<file path="src/frame_rate_meter_unit_assert.svh">
// Assertion macros shared by the frame rate meter RTL.
// Included by modules that check their own sequencing; no other dependencies.
`ifndef FRAME_RATE_METER_UNIT_ASSERT_SVH
`define FRAME_RATE_METER_UNIT_ASSERT_SVH
`ifndef SYNTH
// Check a property on every clock edge outside reset.
`define FRMU_ASSERT(lbl, clk, rst_n, prop, msg) \
  lbl: assert property (@(posedge clk) disable iff (!rst_n) prop) else $error(msg);
// Check that a condition never holds outside reset.
`define FRMU_NEVER(lbl, clk, rst_n, expr, msg) \
  lbl: assert property (@(posedge clk) disable iff (!rst_n) !(expr)) else $error(msg);
`else
`define FRMU_ASSERT(lbl, clk, rst_n, prop, msg)
`define FRMU_NEVER(lbl, clk, rst_n, expr, msg)
`endif
`endif

</file>
<file path="src/frmu_pkg.sv">
// Package for the frame rate meter: field widths, rate constants and the
// control/status structs between the sequencer and the divider.
`timescale 1ns / 1ps
package frmu_pkg;

  localparam int unsigned FRMU_STAMP_W     = 32;
  localparam int unsigned FRMU_SUM_W       = 32;
  localparam int unsigned FRMU_RATE_W      = 18;
  localparam int unsigned FRMU_DIV_W       = 32;
  localparam int unsigned FRMU_SHIFT_DEF   = 4;
  localparam int unsigned FRMU_OUT_TDATA_W = 56;

  localparam logic [FRMU_RATE_W-1:0] FRMU_IDLE_RATE  = 18'd600;
  localparam logic [FRMU_RATE_W-1:0] FRMU_RATE_MAX   = 18'h3FFFF;
  localparam logic [FRMU_DIV_W-1:0]  FRMU_RATE_SCALE = 32'd10000;

  // Sequencer to divider
  typedef struct packed {
    logic start;
  } div_ctl_t;

  // Divider to sequencer
  typedef struct packed {
    logic busy;
    logic done;
  } div_sts_t;

endpackage

</file>
<file path="src/frame_rate_meter_unit.sv">
// Frame rate meter: smoothed period sum and frame rate in tenths per second.
// Each accepted word passes through the update, divider start, 32 divider steps,
// done handoff and result load before out_tvalid; sum of zero skips the divide.
// A new word is taken only once the last result is loaded into the output slot.
// Reset (synchronous, rst_n low): stored stamp and period sum clear to zero.
// Depends on frmu_pkg, frmu_div and the assertion macro header.
`timescale 1ns / 1ps
`include "frame_rate_meter_unit_assert.svh"
module frame_rate_meter_unit import frmu_pkg::*; #(
  parameter int unsigned SMOOTH_SHIFT = FRMU_SHIFT_DEF
) (
  input  logic                        clk,
  input  logic                        rst_n,
  input  logic                        in_tvalid,
  output logic                        in_tready,
  input  logic [FRMU_STAMP_W-1:0]     in_tdata,   // [31:0] now_ms
  output logic                        out_tvalid,
  input  logic                        out_tready,
  output logic [FRMU_OUT_TDATA_W-1:0] out_tdata   // [17:0] fps_tenths, [49:18] smoothed_period
);

  localparam logic [FRMU_DIV_W-1:0] DIVIDEND = FRMU_RATE_SCALE << SMOOTH_SHIFT;
  localparam int unsigned PAD_W = FRMU_OUT_TDATA_W - FRMU_RATE_W - FRMU_SUM_W;

  typedef enum logic [2:0] {
    S_IDLE,
    S_UPDATE,
    S_DIV_GO,
    S_DIV_WAIT,
    S_EMIT
  } state_t;

  state_t                  state_r;
  logic [FRMU_STAMP_W-1:0] prev_r;
  logic [FRMU_SUM_W-1:0]   sum_r;
  logic [FRMU_SUM_W-1:0]   period_r;
  logic [FRMU_SUM_W-1:0]   decay_r;
  logic                    have_prev_r;
  logic                    out_valid_r;
  logic [FRMU_RATE_W-1:0]  out_rate_r;
  logic [FRMU_SUM_W-1:0]   out_sum_r;

  logic                    in_acc;
  logic                    slot_free;
  logic [FRMU_RATE_W-1:0]  rate_nxt;
  div_ctl_t                div_ctl;
  div_sts_t                div_sts;
  logic [FRMU_DIV_W-1:0]   quotient;

  assign in_acc    = in_tvalid && in_tready;
  assign slot_free = !out_valid_r || out_tready;
  assign in_tready = (state_r == S_IDLE);

  // Pick the idle rate, the saturated quotient, or the quotient itself
  always_comb begin
    if (sum_r == '0) begin
      rate_nxt = FRMU_IDLE_RATE;
    end else if (quotient[FRMU_DIV_W-1:FRMU_RATE_W] != '0) begin
      rate_nxt = FRMU_RATE_MAX;
    end else begin
      rate_nxt = quotient[FRMU_RATE_W-1:0];
    end
  end

  assign div_ctl.start = (state_r == S_DIV_GO) && (sum_r != '0);

  // Sequence one word: decay and period, update, divide, emit
  always_ff @(posedge clk) begin
    if (!rst_n) begin
      state_r     <= S_IDLE;
      prev_r      <= '0;
      sum_r       <= '0;
      out_valid_r <= 1'b0;
    end else begin
      // Load a new word into the output slot, or drop the one just taken
      if (state_r == S_EMIT && slot_free) begin
        out_valid_r <= 1'b1;
      end else if (out_valid_r && out_tready) begin
        out_valid_r <= 1'b0;
      end
      case (state_r)
        S_IDLE: begin
          if (in_acc) begin
            period_r    <= in_tdata - prev_r;
            decay_r     <= sum_r - (sum_r >> SMOOTH_SHIFT);
            have_prev_r <= (prev_r != '0);
            prev_r      <= in_tdata;
            state_r     <= S_UPDATE;
          end
        end
        S_UPDATE: begin
          if (have_prev_r) begin
            sum_r <= decay_r + period_r;
          end
          state_r <= S_DIV_GO;
        end
        S_DIV_GO: begin
          state_r <= (sum_r == '0) ? S_EMIT : S_DIV_WAIT;
        end
        S_DIV_WAIT: begin
          if (div_sts.done) begin
            state_r <= S_EMIT;
          end
        end
        S_EMIT: begin
          if (slot_free) begin
            out_rate_r  <= rate_nxt;
            out_sum_r   <= sum_r;
            state_r     <= S_IDLE;
          end
        end
        default: begin
          state_r <= S_IDLE;
        end
      endcase
    end
  end

  frmu_div #(
    .W (FRMU_DIV_W)
  ) u_div (
    .clk      (clk),
    .rst_n    (rst_n),
    .ctl      (div_ctl),
    .dividend (DIVIDEND),
    .divisor  (sum_r),
    .quotient (quotient),
    .sts      (div_sts)
  );

  assign out_tvalid = out_valid_r;
  assign out_tdata  = {{PAD_W{1'b0}}, out_sum_r, out_rate_r};

  `FRMU_ASSERT(a_busy_after_accept, clk, rst_n, in_acc |=> !in_tready, "ready right after accepting a word")
  `FRMU_NEVER(a_no_zero_divide, clk, rst_n, div_ctl.start && sum_r == '0, "divide started on a zero sum")
  `FRMU_ASSERT(a_done_expected, clk, rst_n, div_sts.done |-> state_r == S_DIV_WAIT, "divider finished with no word waiting")

endmodule

</file>
<file path="src/frmu_div.sv">
// Restoring divider: one quotient bit per cycle.
// Depends on frmu_pkg and the assertion macro header.
`timescale 1ns / 1ps
`include "frame_rate_meter_unit_assert.svh"
module frmu_div import frmu_pkg::*; #(
  parameter int unsigned W = FRMU_DIV_W
) (
  input  logic         clk,
  input  logic         rst_n,
  input  div_ctl_t     ctl,
  input  logic [W-1:0] dividend,
  input  logic [W-1:0] divisor,
  output logic [W-1:0] quotient,
  output div_sts_t     sts
);

  localparam int unsigned CW = $clog2(W);

  typedef enum logic {
    S_IDLE,
    S_RUN
  } state_t;

  state_t        state_r;
  logic [CW-1:0] cnt_r;
  logic [W-1:0]  rem_r;
  logic [W-1:0]  quo_r;
  logic          done_r;

  logic [W:0]    trial;
  logic [W:0]    diff;
  logic          take;

  // Shift in the next dividend bit and try the subtract
  always_comb begin
    trial = {rem_r, quo_r[W-1]};
    diff  = trial - {1'b0, divisor};
    take  = ~diff[W];
  end

  // Step the divide one bit per cycle
  always_ff @(posedge clk) begin
    if (!rst_n) begin
      state_r <= S_IDLE;
      done_r  <= 1'b0;
    end else begin
      case (state_r)
        S_IDLE: begin
          done_r <= 1'b0;
          if (ctl.start) begin
            rem_r   <= '0;
            quo_r   <= dividend;
            cnt_r   <= CW'(W - 1);
            state_r <= S_RUN;
          end
        end
        S_RUN: begin
          rem_r <= take ? diff[W-1:0] : trial[W-1:0];
          quo_r <= {quo_r[W-2:0], take};
          if (cnt_r == '0) begin
            done_r  <= 1'b1;
            state_r <= S_IDLE;
          end else begin
            cnt_r <= cnt_r - 1'b1;
          end
        end
        default: begin
          state_r <= S_IDLE;
          done_r  <= 1'b0;
        end
      endcase
    end
  end

  assign quotient = quo_r;
  assign sts.busy = (state_r == S_RUN);
  assign sts.done = done_r;

  `FRMU_ASSERT(a_start_runs, clk, rst_n, (ctl.start && state_r == S_IDLE) |=> sts.busy, "divider did not start")
  `FRMU_NEVER(a_done_idle, clk, rst_n, sts.done && sts.busy, "done while still running")
  `FRMU_NEVER(a_no_restart, clk, rst_n, ctl.start && sts.busy, "start while busy")

endmodule
</file>
<file path="config.mk">
export PLATFORM = sky130hd
export DESIGN_NAME = frame_rate_meter_unit
export DESIGN_NICKNAME = d
export VERILOG_FILES = /design/src/frmu_pkg.sv /design/src/frame_rate_meter_unit.sv /design/src/frmu_div.sv
export VERILOG_INCLUDE_DIRS = /design/src /design/src/src
export SDC_FILE = /design/constraint.sdc
export NUM_CORES = 1
export LEC_CHECK = 0
export BUFFER_PORTS_ARGS = -buffer_cell sky130_fd_sc_hd__buf_2
export CORE_MARGIN = 10
export CORE_UTILIZATION = 55
export DETAILED_ROUTE_END_ITERATION = 8
export GPL_TIMING_DRIVEN = 0
export PLACE_DENSITY_LB_ADDON = 0.2
export SLEW_MARGIN = 20
export SYNTH_ARGS = -nofsm -noshare
export SYNTH_HDL_FRONTEND = slang
export SYNTH_SLANG_ARGS = --single-unit
</file>
<file path="constraint.sdc">
create_clock -name clk -period 9.7 [get_ports clk]
set_input_delay 0.97 -clock clk [delete_from_list [all_inputs] [get_ports clk]]
set_output_delay 0.97 -clock clk [all_outputs]
set_load 0.02 [all_outputs]
</file>
==> results of run 1 <==
-- registers in the layout (all words and copies together), names as in the netlist, 3 cells and up --
name            flops
u_div.rem_r        32
sum_r              32
out_sum_r          32
period_r           32
u_div.cnt_r         5
decay_r            32
out_rate_r         18
prev_r             32
u_div.quotient     32
state_r             3
-- final timing paths --
path / startpoint / end / slack (ps) / depth (start not counted)
max: sum_r[0] / u_div.rem_r[14] / 5970 / 13
min: prev_r[29] / prev_r[29] / 470 / 2
min reg2reg: prev_r[29] / prev_r[29] / 470 / 2
max reg2reg: sum_r[0] / u_div.rem_r[14] / 5970 / 13
-- layout make-up --
| type | instances | area share |
|---|---|---|
| sequential | 254 | 0.394 |
| clock buffer | 28 | 0.0386 |
| clock inverter | 19 | 0.0110 |
| multi-input combinational | 1216 | 0.461 |
| tap | 378 | 0.0269 |
| buffer | 60 | 0.0151 |
| inverter | 106 | 0.0226 |
| timing repair buffer | 92 | 0.0313 |
-- per-layer routing --
layer,track usage,routed length [um]
met4,0.0665,1080
met2,0.346,17400
met3,0.0332,2420
met5,0,0
met1,0.275,17100
-- per-stage QoR --
step,hold WS [ps],utilization
after global routing,489,0.630
after floorplan,449,-
after detailed placement,463,0.599
final,475,0.630
after global placement,460,0.594
after CTS,473,0.630
-- cells by family after synthesis --
family	Yosys count	share of synthesized area
xor gates and xnor gates	106	0.0593
AOI/OAI and AO/OA	445	0.184
adders and majority gates	127	0.103
and+or+nand+nor	505	0.151
muxes	27	0.0175
buffers and inverters	166	0.0424
other	1	0.000239
DFF	254	0.442
-- worst max-delay path: stages, from the launching register on --
cell and delay, ps:
dfxtp_1 450, ha_1 300, fa_1 430, nor2b_1 170, o31a_1 210, nor4_2 70
o21ai_1 510, a211oi_1 190, o21ai_1 210, xor2_1 190, buf_4 230, buf_6 200
mux2i_1 220, nor2_1 70
-- cell usage in the layout (no fill, tap or decap), drive strengths merged, types with 20 or more instances in the layout --
master and instances:
clkbuf 76, xnor2 78, and2 31, inv 107, o21a 22, a21oi 181
and3 20, a21o 47, mux2i 24, nor2 112, xor2 28, nand3 31
nor3 20, ha 123, edfxtp 184, nand2 193, buf 104, nor4 23
o21ai 65, dfxtp 70
-- power by group --
part	internal, mW	switching (mW)
Sequential	1.69	0.239
Clock	0.591	0.446
Combinational	1.84	2.57
Total	4.11	3.25
==> impl_metrics.ini, run 1 <==
[floorplan]
initial_core_util = 0.561
die-area_sq_um = 35600
die_x_um = 189
io_pins = 94
std_cell_rows = 61
coreArea_sq_um = 27900
dieHeight_um = 189

[clock_tree]
clk-insertion-delay-late_ps = 550
cts_resized = 0
cts.sinks = 254
path_clk_slew_ps = 70
tritoncts = done
clockBufferDepth = 3
post_cts_buffers = 0
cts-root-buf = clkbuf_16
cts_max_level = 1
cts_buffers = 27
ctsHoldBuffers = 0

[logic_synthesis]
syn_inst = 1631
synth_edf_count = 184
synthTopCellsByArea = edfxtp_1, ha_1, dfxtp_1
async_flop_share = 0
synth_common_cells = nand2_1, edfxtp_1, a21oi_1, ha_1, nor2_1
yosys_warnings = 0
ys.flop_type = edfxtp_1
synth_area_leader_cell = edfxtp_1
yosysSeqAreaShare = 0.442
syn_area_sq_um = 15700
ys_ff_latch = 254
synth_cell_types = 76
yosys.cell_count.top_type = nand2_1
netlist.area_leader.share = 0.353
avgSynthCellArea_sq_um = 9.61

[cells_and_area]
fill_cells = 2356
final_cells = 2153
multi_input_area_sq_um = 8110
design_area_sq_um = 17600
n_antenna_cell = 0
final_nets = 1920
drive_gt1_frac = 0.0980
register_area_sq_um = 6930
area_growth_pct = 12.3

[global_routing]
antenna_found_initial = 0
grt_pass1_wl_um = 61700
grt_use_total = 0.209
overflow = 0
grt_max_degree = 34
grt_pass1_vias = 12104

[pwr]
finalPower_mw = 7.37
power_density_nw_per_um2 = 419
peakVddDrop_mv = 0.242
p_leak_nw = 6.78

[status]
status = finished clean

[timing]
slew_violations = 0
finClkSkew_ps = 18.6
slew_headroom = 0.332
clock.fmax_mhz = 268
post-route-min-period_ps = 3730
worst_pin_slew_ps = 1000
fin_setup_tns_ps = 0
setup_viol = 0
rsz0062_at_grt = no
period_share = 0.385
setup_slack_ps = 5970
hold_violations = 0

[setup_path]
crit_path_start_kind = register
worst_ep_required_time_ps = 9960
critPathKind = reg2reg
crit_path_end_kind = register
cp_max_fo = 10
arrival_ps = 3990

[route]
routed_wl_um = 38000
drc = 0
num_vias = 12505
ant_nets = 0
avgViaCountPerCell = 5.81
wire_per_inst_um = 17.6
drtIter0Drc = 958
dr.pass1.iters = 6

[placed_design]
dp_hpwl_um = 28900
port-buffer-count = 87
post-place-ws_ps = 5730
postPlaceCellArea_sq_um = 16700
dp_cells = 2106
gp_congestion = 0.947

[min_path]
hp-class = reg2reg

[run]
drv_cap = 0
Power figures use the tool's default switching activity.
==> run 2, diff against run 1 <==
==> constraint.sdc (replaced) <==
create_clock -name clk -period 3.6 [get_ports clk]
set_input_delay 0.36 -clock clk [delete_from_list [all_inputs] [get_ports clk]]
set_output_delay 0.36 -clock clk [all_outputs]
set_load 0.02 [all_outputs]
==> impl_metrics.ini, run 2 (synthesis gave the netlist of run 1 again) <==
[placed_design]
dp_hpwl_um = 29000
port-buffer-count = 87
dp_cells = 2106
gp_congestion = 0.898
post-place-ws_ps = -114

[setup_path]
cp_slowest_cell = edfxtp_1
crit_path_end_kind = register
r2r_cells = 14
reg2reg_to = u_div.rem_r[6]
critical_path.top_delay_family = compound AO/OA/AOI/OAI gates
crit-reg2reg-launch = u_div.quotient[31]
arrival_ps = 3770
cp_num_buf_inv = 3
cp.depth = 14
critical_path.cell_chain = inv_1 > ha_1 > fa_1 > nor2b_1 > o31a_1 > nor4_4 > o21ai_2 > a211oi_2 > o21ai_1 > xor2_1 > buf_4 > buf_6 > mux2i_1 > nor2_1
worst_ep_required_time_ps = 3900
r2r_slack_ps = 130
critPathKind = reg2reg
cp_max_fo = 10
critPathMaxStageDelay_ps = 470
crit_path_start_kind = register

[timing]
finClkSkew_ps = 27.0
setup_slack_ps = 127
whs_ps = 61.2
clock.fmax_mhz = 288
setup_viol = 0
worst_pin_slew_ps = 945
period_share = 0.965
slew_violations = 0
hold_violations = 0
post-route-min-period_ps = 3470
slew_headroom = 0.370

[global_routing]
grt_pass1_vias = 12199
grt_max_degree = 34
grt_pass1_wl_um = 61500
overflow = 0
antenna_found_initial = 0
grt_use_total = 0.208

[route]
routed_wl_um = 38400
ant_nets = 0
num_vias = 12626
wire_per_inst_um = 17.8
drtIter0Drc = 936
avgViaCountPerCell = 5.83
dr.pass1.iters = 5
drc = 0

[cells_and_area]
fill_cells = 2383
final_nets = 1926
layout_common_cells = nand2_1, edfxtp_1, a21oi_1
area_growth_pct = 13.6
final_util = 0.637
final_cells = 2164
final_common_cell = nand2_1
n_antenna_cell = 0
drive_gt1_frac = 0.107

[clock_tree]
tritoncts = done
ctsHoldBuffers = 0
path_clk_slew_ps = 60
cts-root-buf = clkbuf_16
cts.sinks = 254
cts_max_level = 1
clk-insertion-delay-late_ps = 560
clockBufferDepth = 3
cts_buffers = 29

[floorplan]
dieHeight_um = 189
die-area_sq_um = 35600
coreArea_sq_um = 27900
std_cell_rows = 61
io_pins = 94
initial_core_util = 0.561
die_x_um = 189

[min_path]
hold_depth = 3
hold_start = in_tdata[15]
hp-class = in2reg
holdPathEnd = prev_r[15]

[pwr]
power_density_nw_per_um2 = 1140
combPwrFrac = 0.591
p_seq_frac = 0.257
switchingPower_mw = 8.86
power_report.internal_total_mw = 11.4
p_leak_nw = 6.88
peakVddDrop_mv = 0.613
power_switching_share = 0.437
pwr-share-clk = 0.153
finalPower_mw = 20.3

[status]
status = finished clean

[run]
drv_cap = 0
run 2: changes by cell type in the layout (fill, tap and decap cells not counted), sizes merged:
cell	previous run	this run
clkbuf	76	84
buf	104	108
bufinv	3	5
clkinv	11	9
clkinvlp	4	3
run 2: metrics by stage:
step                TNS (ps)  area [sq um]
global placement      -32980         16600
detailed placement      -679         16700
CTS                        0         17700
finish                     0         17800
floorplan                  0         15700
global route           -29.5         17800
run 2: timing repair:
action | 4_1_cts | 5_1_grt
resized for setup | 2 | 9
setup endpoints to repair | 22 | 25
setup buffers | 0 | 4
pin swaps | 0 | 1
run 2: final cells by class:
class / count / area [sq um] / area share
Sequential cell: 254 / 6930 / 0.390
Buffer: 60 / 267 / 0.0150
Clock inverter: 18 / 230 / 0.0129
Timing Repair Buffer: 96 / 581 / 0.0326
Multi-Input combinational cell: 1216 / 8140 / 0.458
Inverter: 106 / 398 / 0.0224
Clock buffer: 36 / 772 / 0.0434
Tap cell: 378 / 473 / 0.0266
run 2: power groups by stage:
stage,combinational (mW),clock (mW),sequential (mW)
2_1_floorplan,9.19,0,4.96
3_3_place_gp,11.4,0,5.26
3_5_place_dp,11.7,0,5.25
4_1_cts,11.8,3.13,5.20
5_1_grt,13.2,3.26,5.28
6_report,12.0,3.10,5.21
run 2: worst reg2reg max path, cell delays in order (launching register included):
cell and delay, ps:
edfxtp_1 470, inv_1 70, ha_1 210, fa_1 420, nor2b_1 180, o31a_1 260, nor4_4 70, o21ai_2 250
a211oi_2 130, o21ai_1 170, xor2_1 190, buf_4 240, buf_6 200, mux2i_1 280, nor2_1 70
run 2: routing by layer:
metal,vias up,wire (um),GRT usage
met1,6030,17000,0.268
li1,6177,-,-
met2,354,18100,0.355
met5,-,0,0
met3,65,2380,0.0329
met4,0,945,0.0571
run 2: how the worst max path moves through the flow:
stage | from | end | slack, ps
2_1_floorplan | sum_r[1] | u_div.quotient[0] | 590
3_3_place_gp | sum_r[1] | u_div.rem_r[9] | -520
3_5_place_dp | u_div.quotient[31] | u_div.rem_r[6] | -110
4_1_cts | u_div.quotient[31] | u_div.rem_r[6] | 6
5_1_grt | u_div.quotient[31] | u_div.rem_r[6] | -20
6_report | u_div.quotient[31] | u_div.rem_r[6] | 130
==> run 3, diff against run 2 <==
--- a/config.mk
+++ b/config.mk
@@ -10,7 +10,7 @@
 export CORE_MARGIN = 10
 export CORE_UTILIZATION = 55
 export DETAILED_ROUTE_END_ITERATION = 8
-export GPL_TIMING_DRIVEN = 0
+export HOLD_SLACK_MARGIN = 0.02
 export PLACE_DENSITY_LB_ADDON = 0.2
 export SLEW_MARGIN = 20
 export SYNTH_ARGS = -nofsm -noshare
==> impl_metrics.ini, run 3 (synthesis gave the netlist of run 1 again) <==
[timing]
period_share = 0.930
finClkSkew_ps = 24.1
post-route-min-period_ps = 3350
fin_setup_tns_ps = 0
whs_ps = 67.8
worst_pin_slew_ps = 912
slew_violations = 0
hold_violations = 0
rsz0062_at_grt = no
setup_viol = 0
slew_headroom = 0.388
setup_slack_ps = 251
clock.fmax_mhz = 299

[pwr]
power_density_nw_per_um2 = 1140
p_leak_nw = 6.84
peakVddDrop_mv = 0.597
finalPower_mw = 20.0

[clock_tree]
path_clk_slew_ps = 60
post_cts_buffers = 0
clockBufferDepth = 3
clk-insertion-delay-late_ps = 560
cts_resized = 0
tritoncts = done
cts_buffers = 28
cts_max_level = 1
cts-root-buf = clkbuf_16
ctsHoldBuffers = 0
cts.sinks = 254

[route]
avgViaCountPerCell = 5.79
dr.pass1.iters = 5
routed_wl_um = 37300
num_vias = 12306
drtIter0Drc = 955
wire_per_inst_um = 17.6
ant_nets = 0
drc = 0

[status]
status = finished clean

[global_routing]
grt_pass1_wl_um = 60500
antenna_found_initial = 0
grt_pass1_vias = 11949
overflow = 0
grt_max_degree = 66
grt_use_total = 0.205

[floorplan]
std_cell_rows = 61
die_x_um = 189
coreArea_sq_um = 27900
dieHeight_um = 189
io_pins = 94
initial_core_util = 0.561
die-area_sq_um = 35600

[cells_and_area]
final_util = 0.629
n_antenna_cell = 0
final_nets = 1890
drive_gt1_frac = 0.111
layout_common_cells = nand2_1, edfxtp_1, a21oi_1
area_growth_pct = 12.1
final_common_cell = nand2_1
fill_cells = 2392

[setup_path]
critPathMaxStageDelay_ps = 390
crit_path_end_kind = register
cp_max_fo = 4
crit_path_start_kind = register
cp_slowest_cell = o31ai_1
critPathKind = reg2reg
worst_ep_required_time_ps = 3880
critical_path.cell_chain = buf_4 > inv_1 > ha_1 > fa_1 > nor2b_1 > o31a_1 > o31ai_1 > a31oi_1 > a31o_2 > a311oi_2 > o21bai_1 > a21oi_1 > xnor2_1
arrival_ps = 3630

[run]
drv_cap = 0

[min_path]
hp-class = in2reg

[placed_design]
port-buffer-count = 87
gp_congestion = 0.890
dp_hpwl_um = 27700
post-place-ws_ps = 323
## run 3: layout make-up
type | count | area, sq um | share of cell area
Clock buffer | 35 | 758 | 0.0432
Clock inverter | 17 | 181 | 0.0103
Inverter | 106 | 398 | 0.0227
Multi-Input combinational cell | 1216 | 8130 | 0.463
Sequential cell | 254 | 6930 | 0.394
Tap cell | 378 | 473 | 0.0269
Timing Repair Buffer | 121 | 691 | 0.0393
## run 3: layer usage
metal	vias up	track usage	wire (um)
li1	6116	-	-
met1	5834	0.262	16600
met2	293	0.349	17800
met3	63	0.0321	2040
met4	0	0.0611	948
met5	-	0	0
## run 3: power by group
group / switching, mW / total, mW / internal (mW)
registers: 0.520 / 5.08 / 4.56
clock network: 1.18 / 2.95 / 1.77
logic: 6.89 / 11.9 / 5.04
total: 8.59 / 20.0 / 11.4
## run 3: worst paths after layout
check	start	end	slack, ps	depth (start not counted)
max	sum_r[0]	decay_r[28]	250	13
max reg2reg	sum_r[0]	decay_r[28]	250	13
min reg2reg	prev_r[11]	prev_r[11]	470	2
min	in_tdata[15]	prev_r[15]	70	3
## run 3: worst max-delay path, delay by kind of cell, from the launching register on
kind	cells	cell delay [ps]
adder cells (fa/ha/maj)	2	450
AO/OA/AOI/OAI	7	1850
buffers and inverters	2	240
AND/OR/NAND/NOR	1	80
flip-flops	1	330
XOR/XNOR	1	100
## run 3: stage by stage
| stage | instance area (sq um) | std cells |
|---|---|---|
| detailed placement | 16600 | 2075 |
| global route | 17600 | 2127 |
| CTS | 17600 | 2127 |
| floorplan | 15700 | 1636 |
| global placement | 16600 | 2075 |
| finish | 17600 | 2127 |
